[src/hw/rtl/tcw_pkg.sv]
// Shared types and constants for the text console writer.
// Holds the command codes, character codes, stream field layout and the
// decoded operation passed from the front end to the execution back end.
package tcw_pkg;

    // Default screen geometry
    localparam int DEF_COLUMNS = 80;
    localparam int DEF_ROWS    = 25;

    // Field widths
    localparam int CMD_W        = 2;
    localparam int CHAR_W       = 8;
    localparam int ATTR_W       = 8;
    localparam int CELL_INDEX_W = 11;
    localparam int CURSOR_COL_W = 7;
    localparam int CURSOR_ROW_W = 5;
    localparam int CELL_W       = CHAR_W + ATTR_W;

    // Stream layout
    localparam int S_TDATA_W = 24;
    localparam int M_TDATA_W = 32;
    localparam int CHAR_LSB  = 0;
    localparam int INDEX_LSB = CHAR_W;

    // Command codes carried on s_tuser
    localparam logic [CMD_W-1:0] CMD_PUT   = 2'd0;
    localparam logic [CMD_W-1:0] CMD_CLEAR = 2'd1;
    localparam logic [CMD_W-1:0] CMD_READ  = 2'd2;

    // Character and attribute codes
    localparam logic [CHAR_W-1:0] CHAR_NEWLINE   = 8'd10;
    localparam logic [CHAR_W-1:0] CHAR_BACKSPACE = 8'd8;
    localparam logic [CHAR_W-1:0] CHAR_BLANK     = 8'd32;
    localparam logic [ATTR_W-1:0] RESET_ATTR     = 8'h07;

    // Depth of the request queue between front and back end
    localparam int QUEUE_DEPTH = 2;

    // Decoded operation
    typedef enum logic [2:0] {
        OP_PUT,
        OP_NEWLINE,
        OP_BACKSPACE,
        OP_CLEAR,
        OP_READ,
        OP_NOP
    } op_kind_t;

    typedef struct packed {
        op_kind_t                kind;
        logic [CHAR_W-1:0]       char_code;
        logic [CELL_INDEX_W-1:0] cell_index;
    } op_t;

    // Result fields, last field in the lowest bits
    typedef struct packed {
        logic                    screen_cleared;
        logic                    cell_written;
        logic [ATTR_W-1:0]       read_attr;
        logic [CHAR_W-1:0]       read_char;
        logic [CURSOR_ROW_W-1:0] cursor_row;
        logic [CURSOR_COL_W-1:0] cursor_col;
    } result_t;

endpackage

[src/hw/rtl/tcw_queue.sv]
// Short request queue between the front end and the back end.
// Depends on tcw_pkg for the operation type and depth.
module tcw_queue
    import tcw_pkg::*;
(
    input  logic clk,
    input  logic rst_n,
    input  logic push_valid,
    output logic push_ready,
    input  op_t  push_data,
    output logic pop_valid,
    input  logic pop_ready,
    output op_t  pop_data
);

    localparam int PtrW   = (QUEUE_DEPTH > 1) ? $clog2(QUEUE_DEPTH) : 1;
    localparam int CountW = $clog2(QUEUE_DEPTH + 1);
    localparam logic [PtrW-1:0]   LastPtr = PtrW'(QUEUE_DEPTH - 1);
    localparam logic [CountW-1:0] Full    = CountW'(QUEUE_DEPTH);

    op_t               entry_reg [QUEUE_DEPTH];
    logic [PtrW-1:0]   wr_ptr_reg;
    logic [PtrW-1:0]   rd_ptr_reg;
    logic [CountW-1:0] count_reg;
    logic              do_push;
    logic              do_pop;

    assign push_ready = count_reg != Full;
    assign pop_valid  = count_reg != '0;
    assign do_push    = push_valid && push_ready;
    assign do_pop     = pop_valid && pop_ready;
    assign pop_data   = entry_reg[rd_ptr_reg];

    // Advance pointers and fill count
    always_ff @(posedge clk or negedge rst_n)
    begin
        if (!rst_n)
        begin
            wr_ptr_reg <= '0;
            rd_ptr_reg <= '0;
            count_reg  <= '0;
        end
        else
        begin
            if (do_push)
            begin
                wr_ptr_reg <= (wr_ptr_reg == LastPtr) ? '0 : wr_ptr_reg + 1'b1;
            end
            if (do_pop)
            begin
                rd_ptr_reg <= (rd_ptr_reg == LastPtr) ? '0 : rd_ptr_reg + 1'b1;
            end
            if (do_push && !do_pop)
            begin
                count_reg <= count_reg + 1'b1;
            end
            else if (do_pop && !do_push)
            begin
                count_reg <= count_reg - 1'b1;
            end
        end
    end

    // Store entries
    always_ff @(posedge clk)
    begin
        if (do_push)
        begin
            entry_reg[wr_ptr_reg] <= push_data;
        end
    end

endmodule

[config.mk]
export PLATFORM = sky130hd
export DESIGN_NAME = tcw_queue
export DESIGN_NICKNAME = d
export VERILOG_FILES = /design/src/hw/rtl/tcw_pkg.sv /design/src/hw/rtl/tcw_queue.sv
export SDC_FILE = /design/constraint.sdc
export NUM_CORES = 1
export LEC_CHECK = 0
export ABC_CLOCK_PERIOD_IN_PS = 3600
export BUFFER_PORTS_ARGS = -buffer_cell sky130_fd_sc_hd__buf_4
export CAP_MARGIN = 20
export CORE_UTILIZATION = 25
export DETAILED_ROUTE_END_ITERATION = 10
export GPL_TIMING_DRIVEN = 0
export PLACE_DENSITY_LB_ADDON = 0.15
export SLEW_MARGIN = 30
export SYNTH_ARGS = -nofsm -noshare
export SYNTH_HDL_FRONTEND = slang
export SYNTH_SLANG_ARGS = --single-unit
[constraint.sdc]
create_clock -name clk -period 3.6 [get_ports clk]
set_clock_uncertainty 0.2 [all_clocks]
set_input_delay 0.72 -clock clk [delete_from_list [all_inputs] [get_ports clk]]
set_output_delay 0.72 -clock clk [all_outputs]
set_load 0.005 [all_outputs]
==> results.toml <==
[critical_path]
critPathCaptureType = "output pin"
crit_slowest_cell = "dfrtp_1"
slowest_delay_ps = 470
critical_path.startpoint_type = "flip-flop"
crit_path_max_fanout = 10
arrival_ps = 1450
crit_path_start = "rd_ptr_reg"
crit_chain = "buf_6 -> mux2_2 -> buf_4"
critPathTopFamily = "flip-flops"
r2r_slack_ps = 1800
worstReg2RegStart = "count_reg[0]"
crit_required_ps = 2680
critPathBufInv = 2
path_class = "flip-flop to output pin"

[cts]
path_clk_slew_ps = 80
cts_resized = 0
clock_latency_ps = 290
cts_buffers = 5
clock-sinks = 48
htreeDepth = 2
clockBufferDepth = 2
cts_root_buffer = "clkbuf_8"
cts_tree = "built"

[layout]
fin_cells = 241
fillers = 691
diodes = 0
fin_util_pct = 34.8
fin_area_um2 = 2390
largest_reg_flops = 44
nets = 171
final_cell_mix = "buf_4, edfxtp_1, mux2_2"
final_common_cell = "buf_4"
area.growth.synth_to_final_pct = 33.7
layout-drive-gt1-share_pct = 56.6

[yosys]
synthAdderAreaFrac_pct = 0.700
synth_top_family_by_area = "multiplexers"
synth_cells = 86
synthXorXnorAreaFrac_pct = 2.45
yosys-top-cells-area = "edfxtp_1, mux2_2, dfrtp_1, xnor2_1, buf_6"
ys_ff_latch = 48
synth.distinct_cells = 14
synth.mux.area_fraction_pct = 13.9
synth_top_area_cell = "edfxtp_1"
synth_warnings = 0
synth_compound_area_share_pct = 0
synth_top_area_share_pct = 73.9
synth_fp_nets = 113
synth_area_um2 = 1790
synthSimpleGateAreaFrac_pct = 2.03
syn_avg_cell_area_um2 = 20.8
ys_seq_area_share_pct = 79.5

[sta]
worst_pin_slew_ps = 572
slew_headroom_pct = 61.8
finalHoldViolCount = 0
setup_ws_ps = 1230
final_max_slew_viol_count = 0
setup_tns_ps = 0
setup_viol = 0
rsz0062_at_grt = "no"
min_period_ps = 2370
fmax_ghz = 0.422
finalCritPeriodShare_pct = 65.9

[die]
die-width_um = 86.6
die-area_um2 = 7490
rows = 30
pin_count = 50
chipHeight_um = 86.6
core-area_um2 = 6870
start_util_pct = 26.0

[power_and_ir_drop]
leakage_nw = 0.891
peakVddDrop_mv = 0.339
p_per_area_nw_per_um2 = 720

[global_route]
grt_start_max_net_pins = 23
grt_overflow = 0
grt_first_pass_wirelength_um = 5030
grtUsageTotal_pct = 9.14
grt_pass1_vias = 1028
antenna_found_initial = 0

[placement]
post-place-ws_ps = 1510
dp_cells = 232
dpl.hpwl_um = 2210
gp_congestion = 0.690
portBuffers = 49
place_area_um2 = 2300

[route]
drtAntennaViolNets = 0
dr.first_iter.drc_count = 58
vias = 937
via_per_inst = 3.89
first_pass_iters = 4
drc = 0
wl_um = 3190
wire_per_inst_um = 13.2

[flow_run]
maxCapViolCount = 0

[min_path]
worstHoldStart = "count_reg[1]"
hp-class = "flip-flop to flip-flop"

[run_status]
status = "finished clean"
## worst reg2reg max path, cell delays in order, from the launching register on
cell,delay (ps)
dfrtp_1,420
nand2b_1,180
nand2_1,150
nor2_4,340
buf_8,210
## logic make-up after synthesis
logic type    count (synthesis)
fa+ha+maj                     1
buf+inv                       3
simple gates                  7
flops                        48
xor+xnor                      5
mux                          22
## path summary, 6_finish.rpt
kind                                    endpoint  cells past startpoint
worst max-delay path                 pop_data[5]                      3
worst min-delay path                count_reg[1]                      1
worst max register to register  entry_reg[0][20]                      4
worst min register to register      count_reg[1]                      1
max in group asynchronous             rd_ptr_reg                      2
min in group asynchronous           count_reg[1]                      2
## cells in the mapped netlist
library cell / instances
and3_1: 1
buf_6: 2
dfrtp_1: 4
edfxtp_1: 44
ha_1: 1
inv_1: 1
mux2_2: 22
nand2_1: 1
nand2_2: 1
nand2b_1: 1
nor2_1: 2
or2_1: 1
xnor2_1: 3
xor2_1: 2
## routing by layer
layer / global-route usage, % / vias up / share of wire, %
met5: 0 / - / 0
met4: 3.64 / 0 / 0.60
met3: 4.10 / 2 / 7.3
met2: 15.7 / 32 / 51
met1: 9.88 / 463 / 41
li1: - / 440 / -
## layout make-up
type	count	area, um2	area share [%]
Buffer	2	22.5	0.942
Clock buffer	7	76.3	3.19
Clock inverter	1	3.75	0.157
Inverter	1	3.75	0.157
Multi-Input combinational cell	35	349	14.6
Sequential cell	48	1420	59.5
Tap cell	96	120	5.03
Timing Repair Buffer	51	393	16.4
## power breakdown
| group | total, W | leakage [nW] | switching, W | internal, W |
|---|---|---|---|---|
| logic | 0.000603 | 0.395 | 0.000254 | 0.000349 |
| clock network | 0.000298 | 0.0399 | 0.000163 | 0.000135 |
| registers | 0.000821 | 0.455 | 0.0000534 | 0.000767 |
| total | 0.00172 | 0.891 | 0.000470 | 0.00125 |
## per-stage QoR
stage	hold WS, ps	total power, W
floorplan	224	0.00115
global placement	272	0.00142
detailed placement	298	0.00146
CTS	321	0.00176
global route	345	0.00183
finish	313	0.00172
## what timing repair did
action                    in CTS  in global routing
hold endpoints to repair       4                  0
hold buffers                   1                  0
buffers inserted               0                  0
Power figures use the tool's default switching activity.
