===== src/hw/rtl/tcw_pkg.sv =====
// Shared types and constants for the text console writer.
// Holds the command codes, character codes, stream field layout and the
// decoded operation passed from the front end to the execution back end.
package tcw_pkg;

    // Default screen geometry
    localparam int DEF_COLUMNS = 80;
    localparam int DEF_ROWS    = 25;

    // Field widths
    localparam int CMD_W        = 2;
    localparam int CHAR_W       = 8;
    localparam int ATTR_W       = 8;
    localparam int CELL_INDEX_W = 11;
    localparam int CURSOR_COL_W = 7;
    localparam int CURSOR_ROW_W = 5;
    localparam int CELL_W       = CHAR_W + ATTR_W;

    // Stream layout
    localparam int S_TDATA_W = 24;
    localparam int M_TDATA_W = 32;
    localparam int CHAR_LSB  = 0;
    localparam int INDEX_LSB = CHAR_W;

    // Command codes carried on s_tuser
    localparam logic [CMD_W-1:0] CMD_PUT   = 2'd0;
    localparam logic [CMD_W-1:0] CMD_CLEAR = 2'd1;
    localparam logic [CMD_W-1:0] CMD_READ  = 2'd2;

    // Character and attribute codes
    localparam logic [CHAR_W-1:0] CHAR_NEWLINE   = 8'd10;
    localparam logic [CHAR_W-1:0] CHAR_BACKSPACE = 8'd8;
    localparam logic [CHAR_W-1:0] CHAR_BLANK     = 8'd32;
    localparam logic [ATTR_W-1:0] RESET_ATTR     = 8'h07;

    // Depth of the request queue between front and back end
    localparam int QUEUE_DEPTH = 2;

    // Decoded operation
    typedef enum logic [2:0] {
        OP_PUT,
        OP_NEWLINE,
        OP_BACKSPACE,
        OP_CLEAR,
        OP_READ,
        OP_NOP
    } op_kind_t;

    typedef struct packed {
        op_kind_t                kind;
        logic [CHAR_W-1:0]       char_code;
        logic [CELL_INDEX_W-1:0] cell_index;
    } op_t;

    // Result fields, last field in the lowest bits
    typedef struct packed {
        logic                    screen_cleared;
        logic                    cell_written;
        logic [ATTR_W-1:0]       read_attr;
        logic [CHAR_W-1:0]       read_char;
        logic [CURSOR_ROW_W-1:0] cursor_row;
        logic [CURSOR_COL_W-1:0] cursor_col;
    } result_t;

endpackage


===== src/hw/rtl/tcw_front.sv =====
// Front end of the text console writer: accepts stream requests and
// classifies them into decoded operations. Depends on tcw_pkg.
module tcw_front
    import tcw_pkg::*;
#(
    parameter int COLUMNS = DEF_COLUMNS,
    parameter int ROWS    = DEF_ROWS
) (
    input  logic                 clk,
    input  logic                 rst_n,
    input  logic                 init_done,
    input  logic                 s_tvalid,
    output logic                 s_tready,
    input  logic [S_TDATA_W-1:0] s_tdata,
    input  logic [CMD_W-1:0]     s_tuser,
    output logic                 op_valid,
    input  logic                 op_ready,
    output op_t                  op
);

    localparam int CellCount = COLUMNS * ROWS;
    localparam int AddrW     = $clog2(CellCount);
    localparam int CmpW      = ((AddrW > CELL_INDEX_W) ? AddrW : CELL_INDEX_W) + 1;

    logic                    valid_reg;
    op_t                     op_reg;
    op_t                     op_next;
    logic [CHAR_W-1:0]       char_code;
    logic [CELL_INDEX_W-1:0] cell_index;
    logic [CmpW-1:0]         index_ext;
    logic                    in_range;
    logic                    accept;

    assign char_code  = s_tdata[CHAR_LSB +: CHAR_W];
    assign cell_index = s_tdata[INDEX_LSB +: CELL_INDEX_W];
    assign index_ext  = CmpW'(cell_index);
    assign in_range   = index_ext < CmpW'(CellCount);

    // Take a request once the reset sweep is done, while the stage is empty or draining into the queue
    assign s_tready = init_done && (!valid_reg || op_ready);
    assign accept   = s_tvalid && s_tready;

    // Classify the request
    always_comb
    begin
        op_next.char_code  = char_code;
        op_next.cell_index = cell_index;
        unique case (s_tuser)
            CMD_PUT:
            begin
                if (char_code == CHAR_NEWLINE)
                begin
                    op_next.kind = OP_NEWLINE;
                end
                else if (char_code == CHAR_BACKSPACE)
                begin
                    op_next.kind = OP_BACKSPACE;
                end
                else
                begin
                    op_next.kind = OP_PUT;
                end
            end
            CMD_CLEAR:
            begin
                op_next.kind = OP_CLEAR;
            end
            CMD_READ:
            begin
                // Reads beyond the store report zeros, as an empty command
                op_next.kind = in_range ? OP_READ : OP_NOP;
            end
            default:
            begin
                op_next.kind = OP_NOP;
            end
        endcase
    end

    // Hold the decoded operation until the queue takes it
    always_ff @(posedge clk or negedge rst_n)
    begin
        if (!rst_n)
        begin
            valid_reg <= 1'b0;
        end
        else if (accept)
        begin
            valid_reg <= 1'b1;
        end
        else if (op_ready)
        begin
            valid_reg <= 1'b0;
        end
    end

    always_ff @(posedge clk)
    begin
        if (accept)
        begin
            op_reg <= op_next;
        end
    end

    assign op_valid = valid_reg;
    assign op       = op_reg;

endmodule


===== config.mk =====
export PLATFORM = sky130hd
export DESIGN_NAME = tcw_front
export DESIGN_NICKNAME = d
export VERILOG_FILES = /design/src/hw/rtl/tcw_pkg.sv /design/src/hw/rtl/tcw_front.sv
export SDC_FILE = /design/constraint.sdc
export NUM_CORES = 1
export LEC_CHECK = 0
export BUFFER_PORTS_ARGS = -buffer_cell sky130_fd_sc_hd__buf_2
export CORE_UTILIZATION = 39
export CTS_BUF_LIST = sky130_fd_sc_hd__clkbuf_16
export CTS_CLUSTER_DIAMETER = 60
export CTS_CLUSTER_SIZE = 30
export DETAILED_ROUTE_END_ITERATION = 8
export GPL_TIMING_DRIVEN = 0
export PLACE_DENSITY = 0.86
export SETUP_SLACK_MARGIN = 0.1
export SLEW_MARGIN = 20
export SYNTH_ARGS = -nofsm -noshare
export SYNTH_HDL_FRONTEND = slang
export SYNTH_SLANG_ARGS = --single-unit

===== constraint.sdc =====
create_clock -name clk -period 2.47 [get_ports clk]
set_clock_uncertainty 0.05 [all_clocks]
set_input_delay 0.494 -clock clk [delete_from_list [all_inputs] [get_ports clk]]
set_output_delay 0.494 -clock clk [all_outputs]
set_load 0.05 [all_outputs]

==> summary.txt, run 1 <==
Status
  – Status: completed

Logic synthesis
  – Yosys warns: 0
  – Mapped Area: 792.0 um^2
  – Syn_area_per_cell: 20.84 um^2
  – Seq/Total Area, Yosys: 86.57%
  – #FFs+latches synth: 23
  – Adder-Cell Fraction of Synth Area: 0%
  – Synth Area in Compound Gates: 2.686%
  – Multiplexer area fraction after synthesis: 0%
  – Mapped Cells: 38
  – Post-Synth Simple-Gate Area: 9.795%
  – Post-Synth XOR/XNOR Area: 0%
  – Net Count, Synth: 69
  – Synth cell types: 14
  – Main combinational cell family by area after synthesis: simple AND/OR/NAND/NOR gates

Placed design
  – Post-Place Cells: 113
  – Final HPWL DP: 1.177 mm
  – I/O Buffers: 49
  – GP Congestion: 0.6591
  – Pre-CTS setup slack: 0.6379 ns

Detailed routing
  – Met1 WL: 646 um
  – Vias: 550
  – First DRT Iteration DRCs: 16
  – Post-Route WL: 1.666 mm
  – Drt via density: 4.661
  – Detail Route met3 WL: 137 um
  – Wire per inst: 14.12 um
  – DRT antenna net count: 0
  – Residual DRC: 0
  – Detailed Routing Iterations Pass 1: 4
  – Top sig layer: met4
  – Routed met2 length: 871 um

GRT
  – Pin count of the biggest net entering global routing: 13
  – Vias in the first global route: 523
  – GRT Resource Usage Total: 16.73%
  – First-pass GRT wire length: 2.318 mm
  – Grt total ovfl: 0
  – Initial antenna violation count: 0

Pwr
  – Power per cell area: 778.8 nW/um^2
  – Cell-internal power: 697.2 uW
  – Combinational power share: 13.7%
  – Switching power share of the total: 23.56%
  – Pwr Total: 912.1 uW
  – P_leak: 0.4939 nW
  – Seq pwr share: 49.6%
  – Clk pwr share: 36.7%
  – Net switching power: 214.8 uW
  – Peak supply drop: 0.5346 mV

Clock tree
  – Num CTS Buffers: 3
  – Clk buf depth: 2
  – Clk pin slew, worst setup/hold paths: 0.06 ns
  – TritonCTS clock tree: done
  – Post-CTS setup buffer count: 0
  – Clock Latency Late Sink: 0.25 ns
  – Hold Buf Count CTS: 1
  – Resized Gates After CTS: 0
  – CTS Sinks: 23
  – H-tree levels: 1
  – CTS Root Cell: clkbuf_16

Die
  – Initial Utilization: 43.51%
  – Total core area: 1821 um^2
  – Die Ht: 47.07 um
  – I/O pins: 55
  – DIE WIDTH: 47.07 um
  – Row count: 15
  – Die area: 2215 um^2

STA
  – Measured slew at the worst slew-check pin: 0.5915 ns
  – Relative slew slack: 60.39%
  – Fin worst setup slack: 0.8055 ns
  – Final period util: 67.39%
  – Peak Freq: 600.8 MHz
  – RSZ-0062 raised after global routing: false
  – Fin crit period: 1.664 ns
  – Hold Fails Final Rpt: 0
  – Final setup fails: 0
  – Max Slew Vio Count: 0

Finish
  – Layout cells sized above 1: 60.22%
  – # diodes: 0
  – Max reg flops: 22
  – Final nets: 125
  – P&R area growth vs syn: 47.87%
  – Fin cells: 118

Critical path
  – Setup CP Type: reg -> out
  – Worst Setup SP: op_valid$_DFFE_PN0P_
  – CP Data Required Time: 1.93 ns
  – CP arrival: 1.12 ns
  – Worst-path fanout max: 3
  – Startpoint types: flip-flop
  – Worst setup EP type: output pin
  – R2r startpoint: op_valid$_DFFE_PN0P_

Worst hold path
  – Hold WC Path Type: in -> reg
  – HP Start: s_tdata[10]

Flow run
  – Max cap viols: 0
## power groups by stage
stage	Clock [mW]	Sequential, mW	Combinational [mW]
2_1_floorplan	0	0.519	0.0179
3_3_place_gp	0	0.460	0.117
3_5_place_dp	0	0.460	0.123
4_1_cts	0.339	0.453	0.125
5_1_grt	0.350	0.454	0.131
6_report	0.335	0.452	0.124
## per-stage QoR
step,hold slack [ns],utilization [%],instance area [um^2],TNS (ns)
floorplan,0.1484,-,792.0,0
global placement,0.2183,58.69,1069,-0.1659
detailed placement,0.2207,59.45,1082,0
CTS,0.3625,64.33,1171,0
global route,0.3641,64.33,1171,0
finish,0.3672,64.33,1171,0
## final cells by class
type                            count  area, um^2
Inverter                            1       3.754
Clock buffer                        3       75.07
Clock inverter                      1       3.754
Multi-Input combinational cell     13       101.3
Buffer                              1       3.754
Timing Repair Buffer               51       266.5
Fill cell                         127       649.4
Sequential cell                    23       685.7
Tap cell                           25       31.28
## path summary, 6_finish.rpt
check,to,slack [ns],depth (start not counted)
max reg2reg,op[9]$_DFFE_PP_,0.86,3
min,op[2]$_DFFE_PP_,0.37,1
min reg2reg,op_valid$_DFFE_PN0P_,0.48,2
max,s_tready,0.81,3
max in group asynchronous,op_valid$_DFFE_PN0P_,1.79,2
min in group asynchronous,op_valid$_DFFE_PN0P_,0.49,2
## routing by layer
metal  vias up  global-route usage (%)
li1        259                       -
met1       259                   20.26
met2        30                   26.39
met3         2                   5.000
met4         0                   10.29
met5         -                       0
## cell families after synthesis
family                 count (synthesis)
and+or+nand+nor                       10
DFF                                   23
AOI/OAI and AO/OA                      3
buffers and inverters                  2
## synth_stat cells
library cell / number / area, um^2
inv_1: 1 / 3.750
nand2b_1: 1 / 6.260
o22ai_1: 1 / 6.260
nand4_1: 1 / 6.260
dfrtp_1: 1 / 25.02
nand3_1: 1 / 5.000
and2_1: 1 / 6.260
nand2_1: 3 / 11.26
edfxtp_1: 22 / 660.6
nor2b_1: 1 / 6.260
nor4_4: 1 / 21.27
o211ai_1: 2 / 15.01
clkbuf_1: 1 / 3.750
nor4b_2: 1 / 15.01
## cells in the final DEF (no fill, tap or decap)
master | Yosys | final
and2_1 | 1 | 1
buf_2 | 0 | 49
buf_6 | 0 | 1
clkbuf_1 | 1 | 1
clkbuf_16 | 0 | 3
dfrtp_1 | 1 | 1
dlygate4sd3_1 | 0 | 1
edfxtp_1 | 22 | 22
inv_1 | 1 | 2
nand2_1 | 3 | 3
nand2b_1 | 1 | 1
nand3_1 | 1 | 1
nand4_1 | 1 | 1
nor2b_2 | 0 | 1
nor4_4 | 1 | 1
nor4b_2 | 1 | 1
o211ai_1 | 2 | 2
o22ai_1 | 1 | 1
## critical path: stages (launching register included)
cell,delay (ns)
dfrtp_1,0.38
nand2b_1,0.10
and2_1,0.13
buf_2,0.25
Power figures use the tool's default switching activity.
==> run 2: changes to the inputs <==
clock period = 1.6 ns   (was 2.47 ns; I/O delays follow)
==> summary.txt, run 2 (synthesis results as in run 1) <==
Status
  – Status: completed

Clock tree
  – Clk buf depth: 2 (unchanged)
  – CTS Root Cell: clkbuf_16
  – Post-CTS setup buffer count: 0 (unchanged)
  – Clk pin slew, worst setup/hold paths: 0.06 ns (about the same)
  – Num CTS Buffers: 3 (unchanged)
  – Clock Latency Late Sink: 0.25 ns (about the same)
  – H-tree levels: 1 (unchanged)
  – TritonCTS clock tree: done
  – CTS Sinks: 23 (unchanged)

Pwr
  – Cell-internal power: 1.082 mW (+55%)
  – Peak supply drop: 0.8492 mV (+59%)
  – Net switching power: 339.0 uW (+58%)
  – Clk pwr share: 37.1% (+0.4 points)
  – Seq pwr share: 49.2% (-0.4 points)
  – Switching power share of the total: 23.86% (+0.30 points)
  – Power per cell area: 1203 nW/um^2 (+54%)
  – Combinational power share: 13.6% (about the same)
  – P_leak: 0.4987 nW (+0.99%)

Detailed routing
  – DRT antenna net count: 0 (unchanged)
  – First DRT Iteration DRCs: 4 (-12)
  – Wire per inst: 12.84 um (-9.1%)
  – Drt via density: 4.479 (-3.9%)
  – Post-Route WL: 1.502 mm (-9.8%)
  – Detailed Routing Iterations Pass 1: 3 (-1)
  – Residual DRC: 0 (unchanged)
  – Vias: 524 (-4.7%)

STA
  – Relative slew slack: 61.25% (+0.86 points)
  – Setup TNS: 0 ns (unchanged)
  – Final period util: 89.96%
  – RSZ-0062 raised after global routing: false
  – Measured slew at the worst slew-check pin: 0.5800 ns (-0.01152 ns)
  – Final setup fails: 0 (unchanged)
  – Peak Freq: 694.7 MHz
  – Fin crit period: 1.439 ns
  – Max Slew Vio Count: 0 (unchanged)
  – Hold Fails Final Rpt: 0 (unchanged)

Critical path
  – Slowest Stage Delay on Critical Path: 0.51 ns (+0.13 ns)
  – Startpoint types: flip-flop
  – CP Data Required Time: 1.44 ns (-0.49 ns)
  – CP arrival: 1.28 ns (+0.16 ns)
  – Critical-path top delay cell: nor2b_4
  – Worst-path fanout max: 22 (+19)
  – Setup CP Type: reg -> reg
  – Crit path cell chain: nand2b_4 > nor2b_4
  – Worst setup EP type: flip-flop

Finish
  – Max reg flops: 22 (unchanged)
  – Post-Route Utilization: 64.88% (+0.55 points)
  – Layout cells sized above 1: 63.04% (+2.8 points)
  – Final nets: 124 (-0.80%)
  – Commonest non-fill, non-tap cells in the layout: 48 x buf_2, 22 x edfxtp_1, 3 x nand2_1, 3 x clkbuf_16, 2 x o211ai_1
  – # diodes: 0 (unchanged)
  – Most common cell after layout, fill and taps aside: buf_2
  – P&R area growth vs syn: 49.13%

Die
  – Row count: 15 (unchanged)
  – I/O pins: 55 (unchanged)
  – Die area: 2215 um^2 (unchanged)
  – Initial Utilization: 43.51% (unchanged)
  – DIE WIDTH: 47.07 um (unchanged)
  – Die Ht: 47.07 um (unchanged)
  – Total core area: 1821 um^2 (unchanged)

GRT
  – First-pass GRT wire length: 2.159 mm (-6.9%)
  – GRT Resource Usage Total: 15.38% (-1.4 points)
  – Vias in the first global route: 538 (+2.9%)
  – Initial antenna violation count: 0 (unchanged)
  – Grt total ovfl: 0 (unchanged)
  – Pin count of the biggest net entering global routing: 23 (+10)

Worst hold path
  – Hold WC Path Type: in -> reg

Placed design
  – GP Congestion: 0.6593 (about the same)
  – I/O Buffers: 49 (unchanged)

Flow run
  – Max cap viols: 0 (unchanged)
==> run 2: final timing paths <==
path	start	end	slack, ns	cells after the start
max	op_valid$_DFFE_PN0P_	op[7]$_DFFE_PP_	0.16	2
max reg2reg	op_valid$_DFFE_PN0P_	op[7]$_DFFE_PP_	0.16	2
min in group asynchronous	rst_n	op_valid$_DFFE_PN0P_	0.32	2
min reg2reg	op_valid$_DFFE_PN0P_	op_valid$_DFFE_PN0P_	0.50	2
max in group asynchronous	rst_n	op_valid$_DFFE_PN0P_	1.08	2
min	s_tdata[8]	op[0]$_DFFE_PP_	0.19	1
==> run 2: stage by stage <==
| step | std cells | worst slack [ns] | total power, mW | hold slack, ns | cell area (um^2) |
|---|---|---|---|---|---|
| 3_3_place_gp | 112 | 0.1419 | 0.8942 | 0.04409 | 1077 |
| 3_5_place_dp | 112 | 0.09117 | 0.8981 | 0.04818 | 1077 |
| 5_1_grt | 117 | 0.09793 | 1.455 | 0.1860 | 1181 |
| 4_1_cts | 117 | 0.1185 | 1.421 | 0.1886 | 1170 |
| 6_report | 117 | 0.1606 | 1.421 | 0.1903 | 1181 |
| 2_1_floorplan | 38 | 0.1212 | 0.8314 | -0.02559 | 800.8 |
==> run 2: area by class of cell <==
type                            count  area (um^2)
Fill cell                         134        639.4
Clock buffer                        3        75.07
Timing Repair Buffer               50        261.5
Buffer                              1        3.754
Tap cell                           25        31.28
Sequential cell                    23        686.9
Inverter                            1        3.754
Multi-Input combinational cell     13        113.9
Clock inverter                      1        5.005
==> run 2: timing repair <==
| action | CTS | global route |
|---|---|---|
| pin swaps | 0 | 0 |
| endpoints found under the hold margin | 1 | 0 |
| resized for setup | 1 | 2 |
| hold buffers | 1 | 0 |
| endpoints found under the setup margin | 1 | 23 |
==> run 2: layer usage <==
metal  up-vias  track usage (%)  part of all wire [%]
met5         -                0                     0
met4         0            12.00                   2.5
met3         4            6.154                   9.6
met2        31            24.17                    49
met1       232            16.54                    38
li1        257                -                     -
==> run 2: critical path: cells and delay by family (launching register included) <==
family        cells  cell delay (ns)
flops             1             0.42
simple gates      2             0.59
==> run 2: power groups by stage <==
stage          Combinational [mW]  Sequential, mW  Clock, mW
6_report                    0.193           0.700      0.528
5_1_grt                     0.203           0.702      0.550
4_1_cts                     0.191           0.698      0.532
3_5_place_dp                0.188           0.711          0
3_3_place_gp                0.184           0.710          0
2_1_floorplan              0.0302           0.801          0
==> run 3: changes to the inputs <==
PLACE_DENSITY = 0.77   (was 0.86)
==> summary.txt, run 3 (synthesis results as in run 1) <==
Status
  – Status: completed

Die
  – Die Ht: 47.07 um (unchanged)
  – I/O pins: 55 (unchanged)
  – Initial Utilization: 43.51% (unchanged)
  – Row count: 15 (unchanged)
  – Total core area: 1821 um^2 (unchanged)
  – Die area: 2215 um^2 (unchanged)
  – DIE WIDTH: 47.07 um (unchanged)

Clock tree
  – CTS Root Cell: clkbuf_16
  – TritonCTS clock tree: done
  – Post-CTS setup buffer count: 0 (unchanged)
  – H-tree levels: 1 (unchanged)
  – Num CTS Buffers: 3 (unchanged)
  – CTS Sinks: 23 (unchanged)
  – Clock Latency Late Sink: 0.25 ns (about the same)
  – Clk buf depth: 2 (unchanged)
  – Clk pin slew, worst setup/hold paths: 0.06 ns (about the same)

STA
  – Measured slew at the worst slew-check pin: 0.5765 ns (-0.003512 ns)
  – RSZ-0062 raised after global routing: true
  – Final setup fails: 0 (unchanged)
  – Max Slew Vio Count: 0 (unchanged)
  – Setup TNS: 0 ns (unchanged)
  – Peak Freq: 694.6 MHz (about the same)
  – Hold Fails Final Rpt: 0 (unchanged)
  – Relative slew slack: 61.48% (+0.23 points)
  – Fin crit period: 1.440 ns (+0.0002460 ns)
  – Final period util: 89.98% (about the same)

Finish
  – Post-Route Utilization: 64.47% (-0.41 points)
  – Fillers: 152 (+13%)
  – Commonest non-fill, non-tap cells in the layout: 48 x buf_2, 22 x edfxtp_1, 3 x nand2_1, 3 x clkbuf_16, 2 x o211ai_1
  – Final nets: 124 (unchanged)
  – P&R area growth vs syn: 48.18%
  – Layout cells sized above 1: 61.96% (-1.1 points)
  – # diodes: 0 (unchanged)
  – Max reg flops: 22 (unchanged)
  – Most common cell after layout, fill and taps aside: buf_2

Placed design
  – GP Congestion: 0.6515 (-1.2%)
  – I/O Buffers: 49 (unchanged)

Critical path
  – CP Data Required Time: 1.44 ns (about the same)
  – Worst-path fanout max: 22 (unchanged)
  – Worst setup EP type: flip-flop
  – CP arrival: 1.27 ns (about the same)
  – Startpoint types: flip-flop
  – Setup CP Type: reg -> reg

GRT
  – Grt total ovfl: 0 (unchanged)
  – GRT Resource Usage Total: 13.36% (-2.0 points)
  – Vias in the first global route: 497 (-7.6%)
  – Initial antenna violation count: 0 (unchanged)
  – Pin count of the biggest net entering global routing: 23 (unchanged)
  – First-pass GRT wire length: 1.918 mm (-11%)

Detailed routing
  – Detailed Routing Iterations Pass 1: 3 (unchanged)
  – DRT antenna net count: 0 (unchanged)
  – First DRT Iteration DRCs: 5 (+1)
  – Vias: 532 (+1.5%)
  – Residual DRC: 0 (unchanged)
  – Post-Route WL: 1.376 mm (-8.4%)
  – Wire per inst: 11.76 um (-8.4%)
  – Drt via density: 4.547 (+1.5%)

Flow run
  – Max cap viols: 0 (unchanged)

Pwr
  – Peak supply drop: 0.7636 mV (-10%)
  – P_leak: 0.4930 nW (-1.1%)
  – Power per cell area: 1199 nW/um^2 (-0.32%)
  – Pwr Total: 1.407 mW (-0.95%)

Worst hold path
  – Hold WC Path Type: in -> reg
[run 3: layer usage]
layer  global-route usage (%)  vias to the layer above  wire, um
li1                         -                      257         -
met1                    13.99                      241       578
met2                    22.78                       32       679
met3                    4.615                        2       107
met4                    8.571                        0        10
met5                        0                        -         0
[run 3: cell type report]
cell class | count | area, um^2 | share of cell area (%)
clock buffer | 3 | 75.07 | 6.397
clock inverter | 1 | 5.005 | 0.4264
timing repair buffer | 50 | 261.5 | 22.28
sequential | 23 | 686.9 | 58.53
buffer | 1 | 3.754 | 0.3198
multi-input combinational | 13 | 106.4 | 9.062
tap | 25 | 31.28 | 2.665
inverter | 1 | 3.754 | 0.3198
[run 3: path summary, 6_finish.rpt]
| path | startpoint | to | slack [ns] | cells past startpoint |
|---|---|---|---|---|
| setup / recovery | op_valid$_DFFE_PN0P_ | op[11]$_DFFE_PP_ | 0.16 | 2 |
| min in group asynchronous | rst_n | op_valid$_DFFE_PN0P_ | 0.34 | 2 |
| hold / removal | s_tdata[10] | op[2]$_DFFE_PP_ | 0.19 | 1 |
| max in group asynchronous | rst_n | op_valid$_DFFE_PN0P_ | 1.06 | 2 |
| setup reg to reg | op_valid$_DFFE_PN0P_ | op[11]$_DFFE_PP_ | 0.16 | 2 |
| hold reg to reg | op_valid$_DFFE_PN0P_ | op_valid$_DFFE_PN0P_ | 0.48 | 2 |
[run 3: worst max-delay path: stages (launching register included)]
cell and delay [ns]:
dfrtp_2 0.40, nand2b_1 0.10, nor2b_4 0.52
[run 3: per-stage QoR]
stage	setup WS (ns)	hold WS [ns]	instances	instance area (um^2)
2_1_floorplan	0.1212	-0.02559	38	800.8
3_3_place_gp	0.1418	0.04559	112	1077
3_5_place_dp	0.1233	0.04914	112	1077
4_1_cts	0.1476	0.1911	117	1170
5_1_grt	0.07556	0.1874	117	1174
6_report	0.1604	0.1934	117	1174
[run 3: timing repair]
item / CTS / global route
hold buffers: 1 / 0
resized for setup: 1 / 1
endpoints found under the hold margin: 1 / 0
endpoints found under the setup margin: 1 / 23
pin swaps: 0 / 0
[run 3: report_power, final]
group | total [mW] | switching (mW) | internal, mW
sequential | 0.698 | 0.00555 | 0.692
combinational | 0.191 | 0.138 | 0.0524
clock | 0.519 | 0.184 | 0.335
total | 1.41 | 0.328 | 1.08
